`src/psirq_pkg.sv`:
```
// ----------------------------------------------------------------------------
// psirq_pkg
// Shared constants for the pulse/sawtooth sound unit with cycle interrupt:
// item commands, bus register slots, counter constants and config indexes.
// ----------------------------------------------------------------------------
`default_nettype none

package psirq_pkg;

  // Item commands
  localparam logic CMD_WRITE = 1'b0;
  localparam logic CMD_TICK  = 1'b1;

  // Configuration register indexes (paddr[2])
  localparam logic CFG_SEL0 = 1'b0;
  localparam logic CFG_SEL1 = 1'b1;

  // Decoded bus register slots
  localparam logic [15:0] REG_P0_CTRL   = 16'h9000;
  localparam logic [15:0] REG_P0_PER_LO = 16'h9001;
  localparam logic [15:0] REG_P0_PER_HI = 16'h9002;
  localparam logic [15:0] REG_P1_CTRL   = 16'ha000;
  localparam logic [15:0] REG_P1_PER_LO = 16'ha001;
  localparam logic [15:0] REG_P1_PER_HI = 16'ha002;
  localparam logic [15:0] REG_SAW_RATE  = 16'hb000;
  localparam logic [15:0] REG_SAW_PER_LO = 16'hb001;
  localparam logic [15:0] REG_SAW_PER_HI = 16'hb002;
  localparam logic [15:0] REG_IRQ_LATCH = 16'hf000;
  localparam logic [15:0] REG_IRQ_CTRL  = 16'hf001;
  localparam logic [15:0] REG_IRQ_ACK   = 16'hf002;

  // Interrupt counter constants
  localparam logic [9:0] PRESCALE_PERIOD = 10'd341;
  localparam logic [9:0] PRESCALE_STEP   = 10'd3;
  localparam logic [7:0] IRQ_COUNT_TOP   = 8'hff;

  // Sawtooth stage count per cycle
  localparam logic [2:0] SAW_STAGES = 3'd7;

  // Largest channel sum
  localparam logic [5:0] AUDIO_SUM_MAX = 6'd61;

endpackage

`default_nettype wire

```
`src/pulse_sawtooth_sound_with_cycle_irq_unit.sv`:
```
// An accepted item moves from the input register to the result register when free.
// Throughput: one item per cycle while out_stall is low; the input register and
// the result register form a two-stage pipe, and all state updates happen in one
// pass between them.
// Reset (synchronous, rst high): both stages empty, sound and interrupt state
// cleared, dividers at 1, select pins at bit 0 and bit 1.
// ----------------------------------------------------------------------------
// pulse_sawtooth_sound_with_cycle_irq_unit
// Two pulse channels and a sawtooth channel clocked by CPU cycle ticks, plus a
// scanline/cycle interrupt counter, all programmed by decoded bus writes.
// ----------------------------------------------------------------------------
`default_nettype none

module pulse_sawtooth_sound_with_cycle_irq_unit
  import psirq_pkg::*;
(
  input  wire logic        clk,
  input  wire logic        rst,
  // item input
  input  wire logic        in_valid,
  output logic             in_stall,
  input  wire logic        command,
  input  wire logic [15:0] address,
  input  wire logic [7:0]  data,
  // result output
  output logic             out_valid,
  input  wire logic        out_stall,
  output logic             irq_out,
  output logic [5:0]       audio_sum,
  // configuration port
  input  wire logic        psel,
  input  wire logic        penable,
  input  wire logic        pwrite,
  input  wire logic [2:0]  paddr,
  input  wire logic [31:0] pwdata,
  output logic [31:0]      prdata,
  output logic             pready
);

  // Configuration
  logic [3:0] reg_select_bit0_pin;
  logic [3:0] reg_select_bit1_pin;

  // Input stage
  logic        stage_valid;
  logic        stage_command;
  logic [15:0] stage_address;
  logic [7:0]  stage_data;

  // Sound and interrupt state
  logic [20:0] pulse_control [2];
  logic [11:0] pulse_divider [2];
  logic [3:0]  pulse_step    [2];
  logic [3:0]  pulse_level   [2];
  logic [18:0] saw_control;
  logic [11:0] saw_divider;
  logic [3:0]  saw_phase_and_stage;
  logic [7:0]  saw_accumulator;
  logic [4:0]  saw_level;
  logic [7:0]  irq_reload_value;
  logic [3:0]  irq_flags;
  logic [7:0]  irq_count;
  logic [9:0]  irq_prescale;

  logic [20:0] pulse_control_next [2];
  logic [11:0] pulse_divider_next [2];
  logic [3:0]  pulse_step_next    [2];
  logic [3:0]  pulse_level_next   [2];
  logic [18:0] saw_control_next;
  logic [11:0] saw_divider_next;
  logic [3:0]  saw_phase_and_stage_next;
  logic [7:0]  saw_accumulator_next;
  logic [4:0]  saw_level_next;
  logic [7:0]  irq_reload_value_next;
  logic [3:0]  irq_flags_next;
  logic [7:0]  irq_count_next;
  logic [9:0]  irq_prescale_next;

  // Combinational helpers
  logic        out_free;
  logic        stage_fire;
  logic        in_accept;
  logic [15:0] reg_slot;
  logic        irq_bump;
  logic [11:0] pulse_div_dec [2];
  logic [11:0] saw_div_dec;
  logic        saw_phase_new;
  logic [2:0]  saw_stage_new;
  logic [5:0]  sum_next;

  // Handshake
  assign out_free   = !out_valid || !out_stall;
  assign stage_fire = stage_valid && out_free;
  assign in_stall   = stage_valid && !out_free;
  assign in_accept  = in_valid && !in_stall;

  // Configuration port
  assign pready = 1'b1;
  always_comb begin
    prdata = 32'd0;
    if (paddr[2] == CFG_SEL1) begin
      prdata[3:0] = reg_select_bit1_pin;
    end else begin
      prdata[3:0] = reg_select_bit0_pin;
    end
  end

  always_ff @(posedge clk) begin
    if (rst) begin
      reg_select_bit0_pin <= 4'd0;
      reg_select_bit1_pin <= 4'd1;
    end else if (psel && penable && pwrite && pready) begin
      if (paddr[2] == CFG_SEL0) begin
        reg_select_bit0_pin <= pwdata[3:0];
      end else begin
        reg_select_bit1_pin <= pwdata[3:0];
      end
    end
  end

  // Decode the bus register slot: top nibble plus the two selected pins
  assign reg_slot = {stage_address[15:12], 10'd0,
                     stage_address[reg_select_bit1_pin],
                     stage_address[reg_select_bit0_pin]};

  // Interrupt counter step request for a tick
  always_comb begin
    irq_bump = 1'b0;
    if (irq_flags[1]) begin
      irq_bump = irq_flags[2] || (irq_prescale <= PRESCALE_STEP);
    end
  end

  // Divider decrements
  assign pulse_div_dec[0] = pulse_divider[0] - 12'd1;
  assign pulse_div_dec[1] = pulse_divider[1] - 12'd1;
  assign saw_div_dec      = saw_divider - 12'd1;
  assign saw_phase_new    = ~saw_phase_and_stage[0];

  // Next state for one item
  always_comb begin
    pulse_control_next       = pulse_control;
    pulse_divider_next       = pulse_divider;
    pulse_step_next          = pulse_step;
    pulse_level_next         = pulse_level;
    saw_control_next         = saw_control;
    saw_divider_next         = saw_divider;
    saw_phase_and_stage_next = saw_phase_and_stage;
    saw_accumulator_next     = saw_accumulator;
    saw_level_next           = saw_level;
    irq_reload_value_next    = irq_reload_value;
    irq_flags_next           = irq_flags;
    irq_count_next           = irq_count;
    irq_prescale_next        = irq_prescale;
    saw_stage_new            = saw_phase_and_stage[3:1];

    if (stage_fire && stage_command == CMD_WRITE) begin
      // Bus write: only the upper half of the address space is decoded
      if (stage_address[15]) begin
        case (reg_slot)
          REG_P0_CTRL:    pulse_control_next[0][7:0]  = stage_data;
          REG_P1_CTRL:    pulse_control_next[1][7:0]  = stage_data;
          REG_P0_PER_LO:  pulse_control_next[0][16:9] = stage_data;
          REG_P1_PER_LO:  pulse_control_next[1][16:9] = stage_data;
          REG_P0_PER_HI: begin
            pulse_control_next[0][20:17] = stage_data[3:0];
            pulse_control_next[0][8]     = stage_data[7];
          end
          REG_P1_PER_HI: begin
            pulse_control_next[1][20:17] = stage_data[3:0];
            pulse_control_next[1][8]     = stage_data[7];
          end
          REG_SAW_RATE:   saw_control_next[5:0]  = stage_data[5:0];
          REG_SAW_PER_LO: saw_control_next[14:7] = stage_data;
          REG_SAW_PER_HI: begin
            saw_control_next[18:15] = stage_data[3:0];
            saw_control_next[6]     = stage_data[7];
          end
          REG_IRQ_LATCH:  irq_reload_value_next = stage_data;
          REG_IRQ_CTRL: begin
            irq_flags_next = {1'b0, stage_data[2:0]};
            if (stage_data[1]) begin
              irq_count_next    = irq_reload_value;
              irq_prescale_next = PRESCALE_PERIOD;
            end
          end
          REG_IRQ_ACK: begin
            // Copy acknowledge into enable and drop the line
            irq_flags_next = {1'b0, irq_flags[2], irq_flags[0], irq_flags[0]};
          end
          default: ;
        endcase
      end
    end else if (stage_fire) begin
      // Tick: advance the scanline prescaler
      if (irq_flags[1] && !irq_flags[2]) begin
        if (irq_prescale <= PRESCALE_STEP) begin
          irq_prescale_next = irq_prescale + (PRESCALE_PERIOD - PRESCALE_STEP);
        end else begin
          irq_prescale_next = irq_prescale - PRESCALE_STEP;
        end
      end
      // Step the counter; reload and raise the line past the top
      if (irq_bump) begin
        if (irq_count == IRQ_COUNT_TOP) begin
          irq_count_next    = irq_reload_value;
          irq_flags_next[3] = 1'b1;
        end else begin
          irq_count_next = irq_count + 8'd1;
        end
      end

      // Clock both pulse channels
      for (int ch = 0; ch < 2; ch++) begin
        if (pulse_div_dec[ch] == 12'd0) begin
          pulse_divider_next[ch] = pulse_control[ch][20:9] + 12'd1;
          pulse_step_next[ch]    = pulse_step[ch] + 4'd1;
          if (pulse_control[ch][7] ||
              (pulse_step_next[ch] > {1'b0, pulse_control[ch][6:4]})) begin
            pulse_level_next[ch] = pulse_control[ch][3:0];
          end else begin
            pulse_level_next[ch] = 4'd0;
          end
        end else begin
          pulse_divider_next[ch] = pulse_div_dec[ch];
        end
        if (!pulse_control[ch][8]) begin
          pulse_level_next[ch] = 4'd0;
        end
      end

      // Clock the sawtooth: accumulate on every second divider expiry
      if (saw_div_dec == 12'd0) begin
        saw_divider_next = saw_control[18:7] + 12'd1;
        if (!saw_phase_new) begin
          saw_accumulator_next = saw_accumulator + {2'b00, saw_control[5:0]};
          saw_stage_new        = saw_phase_and_stage[3:1] + 3'd1;
          if (saw_stage_new == SAW_STAGES) begin
            saw_stage_new        = 3'd0;
            saw_accumulator_next = 8'd0;
          end
        end
        saw_phase_and_stage_next = {saw_stage_new, saw_phase_new};
      end else begin
        saw_divider_next = saw_div_dec;
      end
      saw_level_next = saw_control[6] ? saw_accumulator_next[7:3] : 5'd0;
    end
  end

  // Raw channel sum after this item
  assign sum_next = {2'b00, pulse_level_next[0]} + {2'b00, pulse_level_next[1]}
                  + {1'b0, saw_level_next};

  // State registers
  always_ff @(posedge clk) begin
    if (rst) begin
      pulse_control       <= '{default: 21'd0};
      pulse_divider       <= '{default: 12'd1};
      pulse_step          <= '{default: 4'd0};
      pulse_level         <= '{default: 4'd0};
      saw_control         <= 19'd0;
      saw_divider         <= 12'd1;
      saw_phase_and_stage <= 4'd0;
      saw_accumulator     <= 8'd0;
      saw_level           <= 5'd0;
      irq_reload_value    <= 8'd0;
      irq_flags           <= 4'd0;
      irq_count           <= 8'd0;
      irq_prescale        <= 10'd0;
    end else begin
      pulse_control       <= pulse_control_next;
      pulse_divider       <= pulse_divider_next;
      pulse_step          <= pulse_step_next;
      pulse_level         <= pulse_level_next;
      saw_control         <= saw_control_next;
      saw_divider         <= saw_divider_next;
      saw_phase_and_stage <= saw_phase_and_stage_next;
      saw_accumulator     <= saw_accumulator_next;
      saw_level           <= saw_level_next;
      irq_reload_value    <= irq_reload_value_next;
      irq_flags           <= irq_flags_next;
      irq_count           <= irq_count_next;
      irq_prescale        <= irq_prescale_next;
    end
  end

  // Input stage: hold the item until the result register can take it
  always_ff @(posedge clk) begin
    if (rst) begin
      stage_valid <= 1'b0;
    end else if (in_accept) begin
      stage_valid <= 1'b1;
    end else if (stage_fire) begin
      stage_valid <= 1'b0;
    end
  end

  always_ff @(posedge clk) begin
    if (in_accept) begin
      stage_command <= command;
      stage_address <= address;
      stage_data    <= data;
    end
  end

  // Result register
  always_ff @(posedge clk) begin
    if (rst) begin
      out_valid <= 1'b0;
    end else if (stage_fire) begin
      out_valid <= 1'b1;
    end else if (!out_stall) begin
      out_valid <= 1'b0;
    end
  end

  always_ff @(posedge clk) begin
    if (stage_fire) begin
      irq_out   <= irq_flags_next[3];
      audio_sum <= sum_next;
    end
  end

endmodule

`default_nettype wire

```
`config.mk`:
```
export PLATFORM = sky130hd
export DESIGN_NAME = pulse_sawtooth_sound_with_cycle_irq_unit
export DESIGN_NICKNAME = d
export VERILOG_FILES = /design/src/psirq_pkg.sv /design/src/pulse_sawtooth_sound_with_cycle_irq_unit.sv
export SDC_FILE = /design/constraint.sdc
export NUM_CORES = 1
export LEC_CHECK = 0
export ABC_AREA = 1
export BUFFER_PORTS_ARGS = -buffer_cell sky130_fd_sc_hd__buf_2
export CAP_MARGIN = 20
export CORE_AREA = 2 2 145 147
export DETAILED_ROUTE_END_ITERATION = 7
export DIE_AREA = 0 0 147 149
export MAX_ROUTING_LAYER = met4
export PLACE_DENSITY = 0.82
export SKIP_LAST_GASP = 1
export SLEW_MARGIN = 20
export SYNTH_ARGS = -nofsm -noshare
export SYNTH_HDL_FRONTEND = slang
export SYNTH_SLANG_ARGS = --single-unit
```
`constraint.sdc`:
```
create_clock -name clk -period 8.23 [get_ports clk]
set_input_delay 1.646 -clock clk [delete_from_list [all_inputs] [get_ports clk]]
set_output_delay 1.646 -clock clk [all_outputs]
set_load 0.03 [all_outputs]
```
==> run summary <==
The run finished with clean final reports. Summed over all nets, the switching power comes to 0.658 mW. The switching part of the total works out to 0.271.

The proportion of power drawn by combinational gates is 0.136. The overall die area was 0.0219 mm2; the share of power burned in registers was 0.434. The mapped netlist covers 0.0114 mm2. Along the worst hold path, the cell count comes to 2. The worst setup path is captured at a register.

Summing all multi-input logic gate instances after layout gives 0.00583 mm2. Data arrives at the worst endpoint at 5360 ps. The count of state elements after synthesis is 202, and the area added between synthesis and finish is 9.30%. For the worst setup path, the data required time is 8490 ps. STA classifies the critical path startpoint as an input port. At the pin with the least slew margin, the transition time is 1030 ps. The number of cells on the worst reg-to-reg path is 19, and the number of antenna violations at the first check in global routing is 0. Setup repair after global routing left no endpoint under its margin.

The run gives 22 as the total CTS buffers. In this run the remaining antenna-violating nets after routing total 0. The total routing resource utilization after global routing is 0.241. After global routing the overflow that remains totals 0. The min-delay analysis places its worst path in the category reg -> reg.

The number of diodes came out at 0. Based on the critical path, the design can be clocked at up to 0.196 GHz. In this run, post-CTS repair resized a total of 0 instances. TritonCTS built the clock tree. The number of global-route vias before repair came out at 9,414.

For the final count of hold timing violations, the log shows 0. Final core utilization: 0.604. After detailed placement, the design holds a cell count of 1,877. The final layout contains routed wiring with a total length of 25.6 mm.

At the later pin of the worst-skew pair, clock insertion delay measures 500 ps. The final worst setup slack is 3130 ps, and the starting DRC count in detailed routing is 661. The max-cap check violation count was 0; the count of yosys warnings during synthesis was 0.

The worst relative slew slack is 0.315. The final critical-path share of the clock period works out to 0.619. Sorting the synthesized cells by area gives the leading types as dfxtp_1 (30%), nand2_1 (11%), edfxtp_1 (8.5%). The maximum fanout along the worst path is 56. For the clock group share of total power, the log shows 0.430. The top flip-flop cell by instance count after synthesis is dfxtp_1. Summed over all instances, the cell type with the most area after synthesis is dfxtp_1. Global routing usage on met1: 0.292. The startpoint of the worst-slack reg-to-reg timing path was pulse_divider[12].

Across all register-to-register paths, the minimum setup slack is 4030 ps. In this run the deepest clock path goes through 3 buffers. Summed over all failing endpoints, the final setup total negative slack is 0 ps.

IR analysis of the VDD net gives a maximum drop of 0.000173 V. Internal power comes to 1.77 mW. The final max-slew violation count was 0. The logs give 0 for the number of failing setup endpoints in the final timing report and 5 for the total iterations of the first detailed-routing run. The clock period minus final worst setup slack is 5100 ps. The share of cells above drive strength 1 is 0.0786, and the mean instance size in the synthesized netlist is 7.08 um2.

Fraction of synthesized cell area taken by the top area cell type: 0.300. The HPWL reported at the end of detailed placement was 17.7 mm; the pin count of the biggest net entering global routing was 77. The run gives 43.0 mm as the global-route wire length before repair. The completed layout was analyzed and its total power is 2.43 mW.

The ratio of routed vias to standard cells works out to 5.26. The number of enable flip-flop cells after synthesis was 32. The cell sitting at the root of the clock tree is a clkbuf_16. The met3 usage in global routing was 0.0297; the global placement routability congestion was 0.918. The width of the chip was 147 um; the sequential-to-total area share from yosys stat was 0.384. The floorplan has 53 rows.

Pin placement for this block handled 109 I/O pins. Routed length per instance: 13.4 um. The source of the worst hold timing path was irq_reload_value[5]. The power density over the cells works out to 196 mW/mm2.

The worst hold path endpoint is irq_reload_value[5]. Before CTS, the worst setup slack after placement is 2660 ps. For the area taken by flip-flops and latches, the log shows 0.00436 mm2. The type of the worst setup path was in -> reg. For the number of vias after detailed routing, the log shows 10,100. After synthesis, the netlist uses 49 different library cells.

The logs give 1,917 for the number of non-filler instances in the completed layout and 202 for the count of clock tree sinks. The initial core utilization came out at 0.552. In this run the critical register-to-register path is captured at audio_sum[4]. The fraction of met2 tracks used by global routing was 0.421; the worst clock skew on the final layout was 7.59 ps. The net count reported at finish is 1,732. The count of H-tree levels built during CTS is 1, and the clock slew at the register clock pins of the worst setup and hold paths is 60 ps. The filler cells instantiated in the layout total 1,814. The proportion of synthesized flip-flops having asynchronous set or reset was 0; the count of mapped cells out of synthesis was 1,604. Once the clock tree was built, the setup fixing pass inserted 0 buffers. The y dimension of the die was 149 um; the core footprint was 0.0206 mm2. The layer carrying the most global-route usage is met2. The post-detailed-route DRC marker count was 0. The leakage power figure was 5.42 nW; the number of hold buffers added after CTS was 0. The number of buffers added on ports was 49.
==> critical path, stage by stage <==
cell	delay, ps
buf_2	90
nand2_1	90
nand2_1	200
nor2_4	120
buf_4	500
inv_2	420
buf_4	360
nor2_1	270
nand3_1	160
nand2_1	90
inv_1	60
fa_1	540
inv_1	40
ha_1	340
a21oi_1	170
nand2_1	70
xor2_1	130
==> how the worst max path moves through the flow <==
stage	start	end	slack (ps)	cells past startpoint
global route	out_stall	audio_sum[4]	2880	17
detailed placement	out_stall	audio_sum[4]	2660	17
CTS	out_stall	audio_sum[4]	3180	17
floorplan	paddr[2]	prdata[0]	4060	2
global placement	out_stall	audio_sum[4]	2750	17
finish	out_stall	audio_sum[4]	3130	17
==> area by class of cell <==
| type | instances | area share |
|---|---|---|
| clock inverters | 7 | 0.00867 |
| well taps | 275 | 0.0277 |
| multi-input cells | 1128 | 0.470 |
| inverters | 218 | 0.0659 |
| clock buffers | 33 | 0.0534 |
| flip-flops and latches | 202 | 0.352 |
| repair buffers | 54 | 0.0228 |
==> kinds of logic (layout without fill, tap and decap cells) <==
family,after synthesis,after routing,synth area share
AND/OR/NAND/NOR,713,713,0.279
AO/OA/AOI/OAI,286,286,0.129
XOR/XNOR,60,60,0.0469
other,2,29,0.000661
buffers and inverters,301,312,0.112
adder cells (fa/ha/maj),39,39,0.0469
flip-flops,202,202,0.384
multiplexers,1,1,0.000882
==> power groups by stage <==
stage | combinational [mW] | clock [mW] | sequential (mW)
6_report | 0.330 | 1.04 | 1.06
5_1_grt | 0.372 | 1.10 | 1.06
4_1_cts | 0.328 | 1.06 | 1.06
3_5_place_dp | 0.325 | 0 | 1.08
3_3_place_gp | 0.317 | 0 | 1.08
2_1_floorplan | 0.274 | 0 | 1.07
==> cell usage after synthesis (2+ instances only) <==
master and number:
nand2_1 330, inv_1 213, dfxtp_1 170, a21oi_1 155, nand3_1 151, nor2_1 141
o21ai_0 116, xor2_1 48, clkbuf_1 35, ha_1 33, edfxtp_1 32, buf_4 31
nor3_1 21, nand4_1 18, buf_2 12, xnor2_1 11, nand3b_1 9, nand2_2 8
fa_1 6, nor2_2 6, or2_2 6, nor2_4 5, nor4_1 5, buf_1 4
inv_2 4, a31oi_1 3, o211ai_1 3, and2_1 2, conb_1 2, nand3_2 2
nand4_2 2, nor2_8 2, o21a_1 2
==> per-layer routing <==
layer	vias to the layer above	wire length, um	share of wire
li1	5185	-	-
met1	4553	11100	0.43
met2	283	12300	0.48
met3	56	1560	0.061
met4	0	669	0.026
met5	-	0	0
==> layout by cell type, fill, tap and decap left out, types with 2 or more instances in the layout <==
cell type,synthesis,layout
a21oi_1,155,155
a31oi_1,3,3
and2_1,2,2
buf_2,12,49
buf_4,31,5
bufinv_16,0,3
clkbuf_1,35,5
clkbuf_16,0,23
clkbuf_8,0,5
clkinv_1,1,3
clkinv_2,0,2
conb_1,2,29
dfxtp_1,170,170
edfxtp_1,32,32
fa_1,6,6
ha_1,33,33
inv_1,213,212
inv_2,4,5
nand2_1,330,330
nand2_2,8,8
nand3_1,151,151
nand3_2,2,2
nand3b_1,9,9
nand4_1,18,18
nand4_2,2,2
nor2_1,141,140
nor2_2,6,6
nor2_4,5,6
nor2_8,2,2
nor3_1,21,21
nor4_1,5,5
o211ai_1,3,3
o21a_1,2,2
o21ai_0,116,116
or2_2,6,6
xnor2_1,11,11
xor2_1,48,48
==> registers in the layout, indices dropped and copies added, names as in the netlist, 6 cells and up <==
name / count
pulse_divider: 24
pulse_level: 8
saw_divider: 12
irq_count: 8
audio_sum: 6
pulse_step: 8
irq_prescale: 10
saw_accumulator: 8
stage_data: 8
saw_control: 19
stage_address: 16
irq_reload_value: 8
pulse_control: 42
==> per-stage QoR <==
| stage | hold WS (ps) | cell area (um2) |
|---|---|---|
| global placement | 436 | 11600 |
| floorplan | 424 | 11500 |
| global route | 462 | 12400 |
| CTS | 455 | 12400 |
| finish | 453 | 12400 |
| detailed placement | 440 | 11600 |
Power figures use the tool's default switching activity.
